File: src/design/i2cbs_pkg.sv
// Shared types and constants for the I2C master bit sequencer.
package i2cbs_pkg;

  // Number of data bits in one byte on the bus.
  localparam int unsigned BITS_PER_BYTE = 8;

  // Phase counter width and phase landmarks.
  localparam int unsigned PHASE_W = 5;
  localparam logic [PHASE_W-1:0] WR_BIT_PHASES = PHASE_W'(3 * BITS_PER_BYTE);
  localparam logic [PHASE_W-1:0] WR_ACK_LOW    = PHASE_W'(3 * BITS_PER_BYTE);
  localparam logic [PHASE_W-1:0] WR_ACK_REL    = PHASE_W'(3 * BITS_PER_BYTE + 1);
  localparam logic [PHASE_W-1:0] RD_LAST       = PHASE_W'(3 + 2 * (BITS_PER_BYTE - 1) - 1);

  // Function codes carried by an input transfer.
  localparam logic [2:0] FUNC_TICK  = 3'd0;
  localparam logic [2:0] FUNC_START = 3'd1;
  localparam logic [2:0] FUNC_STOP  = 3'd2;
  localparam logic [2:0] FUNC_WRITE = 3'd3;
  localparam logic [2:0] FUNC_ADDR  = 3'd4;
  localparam logic [2:0] FUNC_READ  = 3'd5;
  localparam logic [2:0] FUNC_CONT  = 3'd6;

  // Operation codes held in the sequencer state.
  localparam logic [2:0] OP_IDLE  = 3'd0;
  localparam logic [2:0] OP_START = 3'd1;
  localparam logic [2:0] OP_STOP  = 3'd2;
  localparam logic [2:0] OP_WRITE = 3'd3;
  localparam logic [2:0] OP_READ  = 3'd5;
  localparam logic [2:0] OP_CONT  = 3'd6;

  // Sub-phase codes within one written bit.
  localparam logic [1:0] SUB_CLK_LOW  = 2'd0;
  localparam logic [1:0] SUB_DATA     = 2'd1;
  localparam logic [1:0] SUB_CLK_HIGH = 2'd2;

  // Sequencer state.
  typedef struct packed {
    logic [2:0]         op;
    logic [PHASE_W-1:0] phase;
    logic [1:0]         sub;
    logic [7:0]         shreg;
    logic               scl;
    logic               sda;
    logic               ack;
  } seq_state_t;

  // One result transfer.
  typedef struct packed {
    logic       scl;
    logic       sda_out;
    logic       busy;
    logic       done;
    logic       ack_ok;
    logic [7:0] read_data;
    logic       rejected;
  } seq_result_t;

endpackage

File: src/design/i2c_master_bit_sequencer_unit.sv
// Top level of the I2C master bit sequencer: state and result registers.
//
// Usage: each input transfer carries a function code and its operands.
// A command (start, stop, write byte, send address, read byte, continue
// acknowledge) is loaded only while the sequencer is idle; a command
// given while busy is dropped and its result flags rejected. Each tick
// transfer then steps one pin phase of the active command and samples
// sda_in_i where a bit is due.
// Every input transfer yields exactly one result transfer with the SCL
// and SDA levels, busy, and on the last phase done with the acknowledge
// or the read byte (MSB first).
// The result appears in the output register on the edge that accepts
// the item. One item is accepted per clock as long as the output
// register is empty or being drained in the same cycle.
// When the receiver stalls, the result holds and in_stall_o rises so no
// further item is taken. Reset releases both lines (high), clears the
// operation to idle and empties the output register.
module i2c_master_bit_sequencer_unit (
  input  logic       clk_i,
  input  logic       rst_ni,
  input  logic       in_valid_i,
  output logic       in_stall_o,
  input  logic [2:0] func_i,
  input  logic [7:0] data_i,
  input  logic [6:0] address_i,
  input  logic       read_flag_i,
  input  logic       sda_in_i,
  output logic       out_valid_o,
  input  logic       out_stall_i,
  output logic       scl_o,
  output logic       sda_out_o,
  output logic       busy_res_o,
  output logic       done_res_o,
  output logic       ack_ok_o,
  output logic [7:0] read_data_o,
  output logic       rejected_o
);
  import i2cbs_pkg::*;

  seq_state_t  state_q, state_d;
  seq_result_t res_q, res_d;
  logic        out_valid_q;
  logic        in_fire;

  // Accept when the output register is free or drains this cycle.
  assign in_stall_o = out_valid_q && out_stall_i;
  assign in_fire    = in_valid_i && !in_stall_o;

  // Step logic for one transfer.
  i2cbs_step u_step (
    .cur_i       (state_q),
    .func_i      (func_i),
    .data_i      (data_i),
    .address_i   (address_i),
    .read_flag_i (read_flag_i),
    .sda_in_i    (sda_in_i),
    .nxt_o       (state_d),
    .res_o       (res_d)
  );

  // Sequencer state and output valid.
  always_ff @(posedge clk_i or negedge rst_ni) begin
    if (!rst_ni) begin
      state_q.op    <= OP_IDLE;
      state_q.phase <= '0;
      state_q.sub   <= SUB_CLK_LOW;
      state_q.shreg <= '0;
      state_q.scl   <= 1'b1;
      state_q.sda   <= 1'b1;
      state_q.ack   <= 1'b0;
      out_valid_q   <= 1'b0;
    end else begin
      if (in_fire) begin
        state_q     <= state_d;
        out_valid_q <= 1'b1;
      end else if (!out_stall_i) begin
        out_valid_q <= 1'b0;
      end
    end
  end

  // Result payload register.
  always_ff @(posedge clk_i) begin
    if (in_fire) begin
      res_q <= res_d;
    end
  end

  assign out_valid_o = out_valid_q;
  assign scl_o       = res_q.scl;
  assign sda_out_o   = res_q.sda_out;
  assign busy_res_o  = res_q.busy;
  assign done_res_o  = res_q.done;
  assign ack_ok_o    = res_q.ack_ok;
  assign read_data_o = res_q.read_data;
  assign rejected_o  = res_q.rejected;

endmodule

File: src/design/i2cbs_step.sv
// Next-state and result logic for one input transfer of the bit sequencer.
module i2cbs_step (
  input  i2cbs_pkg::seq_state_t  cur_i,
  input  logic [2:0]             func_i,
  input  logic [7:0]             data_i,
  input  logic [6:0]             address_i,
  input  logic                   read_flag_i,
  input  logic                   sda_in_i,
  output i2cbs_pkg::seq_state_t  nxt_o,
  output i2cbs_pkg::seq_result_t res_o
);
  import i2cbs_pkg::*;

  logic is_cmd;
  logic fin;

  // Codes one through six are commands; everything else acts as a tick.
  assign is_cmd = (func_i >= FUNC_START) && (func_i <= FUNC_CONT);

  // Command load or one pin phase of the active operation.
  always_comb begin
    nxt_o = cur_i;
    fin   = 1'b0;
    res_o = '0;

    if (is_cmd) begin
      if (cur_i.op != OP_IDLE) begin
        res_o.rejected = 1'b1;
      end else begin
        nxt_o.phase = '0;
        nxt_o.sub   = SUB_CLK_LOW;
        nxt_o.ack   = 1'b0;
        case (func_i)
          FUNC_WRITE: begin
            nxt_o.op    = OP_WRITE;
            nxt_o.shreg = data_i;
          end
          FUNC_ADDR: begin
            nxt_o.op    = OP_WRITE;
            nxt_o.shreg = {address_i, read_flag_i};
          end
          FUNC_READ: begin
            nxt_o.op    = OP_READ;
            nxt_o.shreg = '0;
          end
          default: begin
            nxt_o.op = func_i;
          end
        endcase
      end
    end else if (cur_i.op != OP_IDLE) begin
      case (cur_i.op)
        OP_START: begin
          case (cur_i.phase)
            5'd0: nxt_o.scl = 1'b0;
            5'd1: nxt_o.sda = 1'b1;
            5'd2: nxt_o.scl = 1'b1;
            default: begin
              nxt_o.sda = 1'b0;
              fin       = 1'b1;
            end
          endcase
        end
        OP_STOP: begin
          case (cur_i.phase)
            5'd0: nxt_o.scl = 1'b0;
            5'd1: nxt_o.sda = 1'b0;
            5'd2: nxt_o.scl = 1'b1;
            default: begin
              nxt_o.sda = 1'b1;
              fin       = 1'b1;
            end
          endcase
        end
        OP_WRITE: begin
          if (cur_i.phase < WR_BIT_PHASES) begin
            // Three phases per bit, tracked by the sub-phase counter.
            nxt_o.sub = (cur_i.sub == SUB_CLK_HIGH) ? SUB_CLK_LOW : cur_i.sub + 2'd1;
            case (cur_i.sub)
              SUB_CLK_LOW: nxt_o.scl = 1'b0;
              SUB_DATA:    nxt_o.sda = cur_i.shreg[7];
              default: begin
                nxt_o.scl   = 1'b1;
                nxt_o.shreg = {cur_i.shreg[6:0], 1'b0};
              end
            endcase
          end else if (cur_i.phase == WR_ACK_LOW) begin
            nxt_o.scl = 1'b0;
          end else if (cur_i.phase == WR_ACK_REL) begin
            nxt_o.sda = 1'b1;
          end else begin
            nxt_o.scl = 1'b1;
            nxt_o.ack = ~sda_in_i;
            fin       = 1'b1;
          end
        end
        OP_READ: begin
          if (cur_i.phase == 5'd0) begin
            nxt_o.scl = 1'b0;
          end else if (cur_i.phase == 5'd1) begin
            nxt_o.sda = 1'b1;
          end else if (cur_i.phase == 5'd2) begin
            nxt_o.scl   = 1'b1;
            nxt_o.shreg = {7'd0, sda_in_i};
          end else if (cur_i.phase[0]) begin
            // Odd phases past the first sample drive the clock low.
            nxt_o.scl = 1'b0;
          end else begin
            nxt_o.scl   = 1'b1;
            nxt_o.shreg = {cur_i.shreg[6:0], sda_in_i};
            fin         = (cur_i.phase >= RD_LAST);
          end
        end
        OP_CONT: begin
          case (cur_i.phase)
            5'd0: nxt_o.scl = 1'b0;
            5'd1: nxt_o.sda = 1'b0;
            default: begin
              nxt_o.scl = 1'b1;
              fin       = 1'b1;
            end
          endcase
        end
        default: begin
          fin = 1'b1;
        end
      endcase

      nxt_o.phase = cur_i.phase + 5'd1;
      if (fin) begin
        res_o.done = 1'b1;
        if (cur_i.op == OP_WRITE) begin
          res_o.ack_ok = nxt_o.ack;
        end
        if (cur_i.op == OP_READ) begin
          res_o.read_data = nxt_o.shreg;
        end
        nxt_o.op    = OP_IDLE;
        nxt_o.phase = '0;
      end
    end

    // Line levels and busy reflect the state after this step.
    res_o.scl     = nxt_o.scl;
    res_o.sda_out = nxt_o.sda;
    res_o.busy    = (nxt_o.op != OP_IDLE);
  end

endmodule
File: config.mk
export PLATFORM = sky130hd
export DESIGN_NAME = i2c_master_bit_sequencer_unit
export DESIGN_NICKNAME = d
export VERILOG_FILES = /design/src/design/i2cbs_pkg.sv /design/src/design/i2c_master_bit_sequencer_unit.sv /design/src/design/i2cbs_step.sv
export SDC_FILE = /design/constraint.sdc
export NUM_CORES = 1
export LEC_CHECK = 0
export BUFFER_PORTS_ARGS = -buffer_cell sky130_fd_sc_hd__buf_2
export CORE_MARGIN = 1
export CORE_UTILIZATION = 57
export CTS_BUF_LIST = sky130_fd_sc_hd__clkbuf_16
export DETAILED_ROUTE_END_ITERATION = 12
export PLACE_DENSITY = 0.81
export RECOVER_POWER = 50
export SLEW_MARGIN = 15
export SYNTH_ARGS = -nofsm -noshare
export SYNTH_HDL_FRONTEND = slang
export SYNTH_SLANG_ARGS = --single-unit
File: constraint.sdc
create_clock -name clk_i -period 7.6 [get_ports clk_i]
set_input_delay 0.76 -clock clk_i [delete_from_list [all_inputs] [get_ports clk_i]]
set_output_delay 0.76 -clock clk_i [all_outputs]
set_load 0.005 [all_outputs]
# == Word level (Yosys, flattened, before mapping) ==
# Cells that the tools add are included.
# Widths: inputs -> output; s select.
# word_totals
in_bits,24
ff_bits,36
# op_classes
eq_ne,16
bitwise_logic,5
n_reduce_logical,24
mux,62
magnitude_cmp,4
add_sub_neg,2
# ops
operator,n
$mux 10,4
$mux 8,5
$mux 18,2
$mux 9,4
$mux 1,29
$pmux 8 s3,1
$mux 21,1
$pmux 8 s2,1
$mux 2,7
$eq 3x3->1 const B,4
$reduce_or 2->1,6
$eq 5x5->1 const B,2
$pmux 1 s2,5
$pmux 2 s5,1
$eq 3x2->1 const B,3
$reduce_or 4->1,2
$pmux 3 s2,1
$reduce_bool 2->1,3
$reduce_bool 3->1,2
$add 5x1->5 const B,1
$eq 5x1->1 const B,1
$eq 5x2->1 const B,1
$ge 5x5->1 const B,1
$logic_not 5->1,1
19 further kinds,25

# == Depth between registers and ports, before layout ==
# depth
depth_word,12
depth_mapped,10
ltp_nobuf,7

# == By module ==
# A second synthesis with hierarchy kept.
# hier_totals
cells_unflattened,312
area_unflattened_um2,2911.5
# modules_own_cells
module,area_each_um2,n_inst,cells_per_inst,seq_area_each_um2
i2cbs_step,1647.8,1,250,0.0
i2c_master_bit_sequencer_unit,1263.7,1,62,973.4

# == Worst setup path after synthesis ==
# No wires, ideal clock.
# synth_timing
kind,input-to-reg
startpoint,in func_i[2]
endpoint,reg state_q[7] in the netlist's numbering
setup_ps,83
t_arrival_ps,2767
n_path_buf,2
path_stages,9
path_slack_ps,4751
cell_sequence,nor3_1 > or2_2 > clkbuf_1 > inv_1 > ha_1 > or4_1 > or2_2 > clkbuf_1 > o21ai_0
# synth_between
elab_chain_len,4
elab_cells_between_ends,13
cone_classes,order compare: 2; eq/ne: 4; mux: 3; reduce/logical: 4
# synth_lines
item,line,source
from (decl),i2c_master_bit_sequencer_unit.sv:23,"input logic [2:0] func_i,"
$ge 3x1->1 / $le 3x3->1 (equally long branches),i2cbs_step.sv:18,assign is_cmd = (func_i >= FUNC_START) && (func_i <= FUNC_CONT);
$logic_and 1x1->1 (*),i2cbs_step.sv:18,
named net u_step.is_cmd,i2cbs_step.sv:14,logic is_cmd;
$ne 2x2->1 (no line) / $reduce_bool 2->1 (equally long branches),-,
$reduce_and 4->1 (no line),-,
to (signal assigned),i2c_master_bit_sequencer_unit.sv:74,state_q <= state_d;
to (decl),i2c_master_bit_sequencer_unit.sv:40,"seq_state_t state_q, state_d;"
# The timed path passes the listed nets; every way through them passes the cells marked *. The select of a mux whose other input is x is not followed.
# A chain may end at the register's enable or synchronous reset.

# == Worst setup path in the final report ==
# layout_timing
startpoint,reg state_q[13] in the netlist's numbering
endpoint,reg res_q (netlist bit read_data_o[4]) (data pin)
# layout_between
elab_chain_len,10
elab_cells_between_ends,33
cone_classes,order compare: 2; eq/ne: 4; mux: 22; bitwise: 1; reduce/logical: 4
# layout_lines
item,line,source
$ge 5x5->1,i2cbs_step.sv:111,fin = (cur_i.phase >= RD_LAST);
$mux 1,i2cbs_step.sv:105,end else if (cur_i.phase[0]) begin
$mux 1,i2cbs_step.sv:102,end else if (cur_i.phase == 5'd2) begin
$mux 1,i2cbs_step.sv:100,end else if (cur_i.phase == 5'd1) begin
$mux 1,i2cbs_step.sv:98,if (cur_i.phase == 5'd0) begin
$pmux 1 s4,i2cbs_step.sv:52,case (cur_i.op)
$mux 1,i2cbs_step.sv:51,end else if (cur_i.op != OP_IDLE) begin
$mux 1,i2cbs_step.sv:26,if (is_cmd) begin
$not 1->1 (no line),-,
$reduce_or 4->1 (no line),-,
to (signal assigned),i2c_master_bit_sequencer_unit.sv:85,res_q <= res_d;
to (decl),i2c_master_bit_sequencer_unit.sv:41,"seq_result_t res_q, res_d;"
# Parallel ways exist; a longest one is shown, timed or not. The select of a mux whose other input is x is not followed.

==> flow_summary.json <==
{
  "cts_tree": "done",
  "met1_usage": 0.388,
  "drive_above_1_share": 0.162,
  "startpoint_type": "flop",
  "fin_util": 0.679,
  "clk_latency_ps": 280,
  "endpoint_kind": "flop",
  "cts_root_buf": "clkbuf_16",
  "vdd_drop_max_mv": 0.218,
  "synth_cell_types": 52,
  "ys_ff_latch": 36,
  "port_buffers": 39,
  "overflow": 0,
  "postRouteAntennaNets": 0,
  "r2r-start": "state_q[13]",
  "diodes": 0,
  "cts_resized": 0,
  "hold_end": "state_q[0]",
  "ff2ff_path_depth": 7,
  "route.detailed.drc": 0,
  "fp-row-count": 23,
  "grt_pass1_wl_mm": 9.52,
  "status": "completed",
  "wl_per_cell_um": 16.5,
  "drtPass1Iterations": 5,
  "grt_util_met2": 0.428,
  "async_reset_ff_frac": 0.611,
  "min_from": "state_q[0]",
  "synth_nets": 305,
  "fp.dieH_um": 67.0,
  "viasPerCell": 6.43,
  "nets": 332,
  "finalCritPeriodShare": 0.365,
  "ctsHoldBuffers": 0,
  "wirelength_mm": 5.82,
  "fin_worst_skew_ps": 2.90,
  "gp_congestion": 0.988,
  "path_common_cell": "a21o_1",
  "cp.required_ps": 7730,
  "dieArea_um2": 4490,
  "initial_core_util": 0.598,
  "total_power_mw": 0.899,
  "grt_busiest_layer": "met2",
  "ys_seq_area_frac": 0.404,
  "synth-edff-count": 14,
  "core_um2": 4030,
  "hold_depth": 1,
  "power_density_nw_per_um2": 329,
  "dp.cells": 344,
  "fin_cells": 352,
  "hpwl_mm": 4.17,
  "worst_path_max_delay_cell": "dfrtp_1",
  "die_w_um": 67.0,
  "cts_sinks": 36,
  "hold_viol": 0,
  "hold_path.class": "flop to flop",
  "setup-violations-final": 0,
  "whs_ps": 479,
  "fin_crit_ps": 2770,
  "yosysWarnings": 0,
  "syn_inst": 274,
  "power_leakage_nw": 1.09,
  "timing.rr.end": "read_data_o[4]",
  "htreeDepth": 2,
  "tightest_slew_ps": 1180,
  "crit_chain": "inv_1, ha_1, or3_1, a21o_1, o32a_1, a21o_1, a21oi_1",
  "ios": 40,
  "drtIter0Drc": 208,
  "critPathMaxFanout": 13,
  "antenna_found_initial": 0,
  "synth_largest_area_cell": "dfrtp_1",
  "cts_setup_buffers": 0,
  "cts_inserted_buffers": 5,
  "rsz0062_at_grt": "no",
  "synth_area_um2": 2410,
  "r2r_slack_ps": 4830,
  "ys.flop_type": "dfrtp_1",
  "clkSlewWorstSetupHoldPaths_ps": 60,
  "clock_path_buffers": 2,
  "fmax_mhz": 361,
  "slew_viol_final": 0,
  "slew-limit-headroom": 0.213,
  "grt_use_total": 0.286,
  "cap_viol_max_count": 0,
  "yosys.area.top_type_share": 0.208,
  "grt_max_degree": 23,
  "path_class": "flop to flop",
  "critPathMaxStageDelay_ps": 590,
  "yosysMostFrequentCell": "nor2_1",
  "vias": 2264,
  "setup_tns_ps": 0,
  "avgSynthCellArea_um2": 8.79,
  "grt_pass1_vias": 1980,
  "netlist_top_cells_area": "dfrtp_1 21%, edfxtp_1 17%, nor2_1 4.5%",
  "yosys-top-cells-count": "29 x nor2_1, 20 x dfrtp_1, 20 x nand2_1",
  "use_met3": 0.0925,
  "cp.arrival_ps": 2900,
  "area_growth_pct": 13.4
}
-- cell type report --
type | count | area, µm²
Tap cell | 50 | 62.6
Sequential cell | 36 | 973
Inverter | 12 | 45.0
Clock buffer | 5 | 125
Fill cell | 332 | 1290
Clock inverter | 3 | 42.5
Multi-Input combinational cell | 207 | 1300
Timing Repair Buffer | 39 | 183
-- registers in the layout, indices dropped and copies added (netlist names) --
| signal | cells |
|---|---|
| rejected_o | 1 |
| done_res_o | 1 |
| sda_out_o | 1 |
| busy_res_o | 1 |
| scl_o | 1 |
| read_data_o | 8 |
| ack_ok_o | 1 |
| out_valid_o | 1 |
| state_q | 21 |
-- cells by family after synthesis --
| family | after synthesis | share of synthesized area |
|---|---|---|
| buf+inv | 31 | 0.0556 |
| flops | 36 | 0.404 |
| mux | 1 | 0.00415 |
| compound gates | 90 | 0.263 |
| xor+xnor | 1 | 0.00364 |
| fa+ha+maj | 7 | 0.0363 |
| simple gates | 108 | 0.233 |
-- stage by stage --
stage | setup slack [ps] | area [µm²]
CTS | 4870 | 2750
global route | 4650 | 2730
finish | 4830 | 2730
detailed placement | 4590 | 2580
global placement | 4730 | 2580
floorplan | 4750 | 2410
-- metal layers --
layer | wire (µm) | part of all wire | vias up
met2 | 2550 | 0.44 | 151
met3 | 606 | 0.10 | 13
met1 | 2580 | 0.44 | 1015
li1 | - | - | 1085
met5 | 0 | 0 | -
met4 | 88 | 0.015 | 0
-- worst max-delay path: cells and delay by family (launching register included) --
family / cells / cell delay, ps
AO/OA/AOI/OAI: 4 / 1130
adder cells (fa/ha/maj): 1 / 340
buffers and inverters: 1 / 190
flip-flops: 1 / 590
AND/OR/NAND/NOR: 1 / 380
-- how the worst max path moves through the flow --
stage | start | to | cells past startpoint
finish | state_q[13] | read_data_o[4] | 7
global route | state_q[13] | read_data_o[4] | 7
CTS | state_q[13] | read_data_o[4] | 7
detailed placement | func_i[1] | state_q[7] | 8
global placement | func_i[0] | state_q[8] | 7
floorplan | func_i[2] | state_q[7] | 9
-- report_power, final --
| group | internal, mW | switching [mW] |
|---|---|---|
| registers | 0.257 | 0.0800 |
| logic | 0.138 | 0.195 |
| clock network | 0.154 | 0.0751 |
-- layout by cell type, fill, tap and decap left out, types with 3 or more instances in the layout --
cell type / count
a22oi_1: 14
inv_1: 12
o2bb2ai_1: 7
o21ai_0: 14
nand4_1: 4
a31oi_1: 6
nand3_1: 8
o22ai_1: 5
nand2b_1: 6
and3_1: 3
buf_2: 29
a211oi_1: 4
a21o_1: 4
nand2_1: 20
or2_2: 6
dfrtp_1: 20
nor2_1: 29
and3b_1: 3
a21oi_1: 15
clkbuf_1: 10
or3_1: 3
and2_1: 4
edfxtp_1: 14
clkbuf_16: 5
ha_1: 7
a221oi_1: 9
nor3_1: 8
nor2b_1: 3
(Power assumes the default switching activity.)
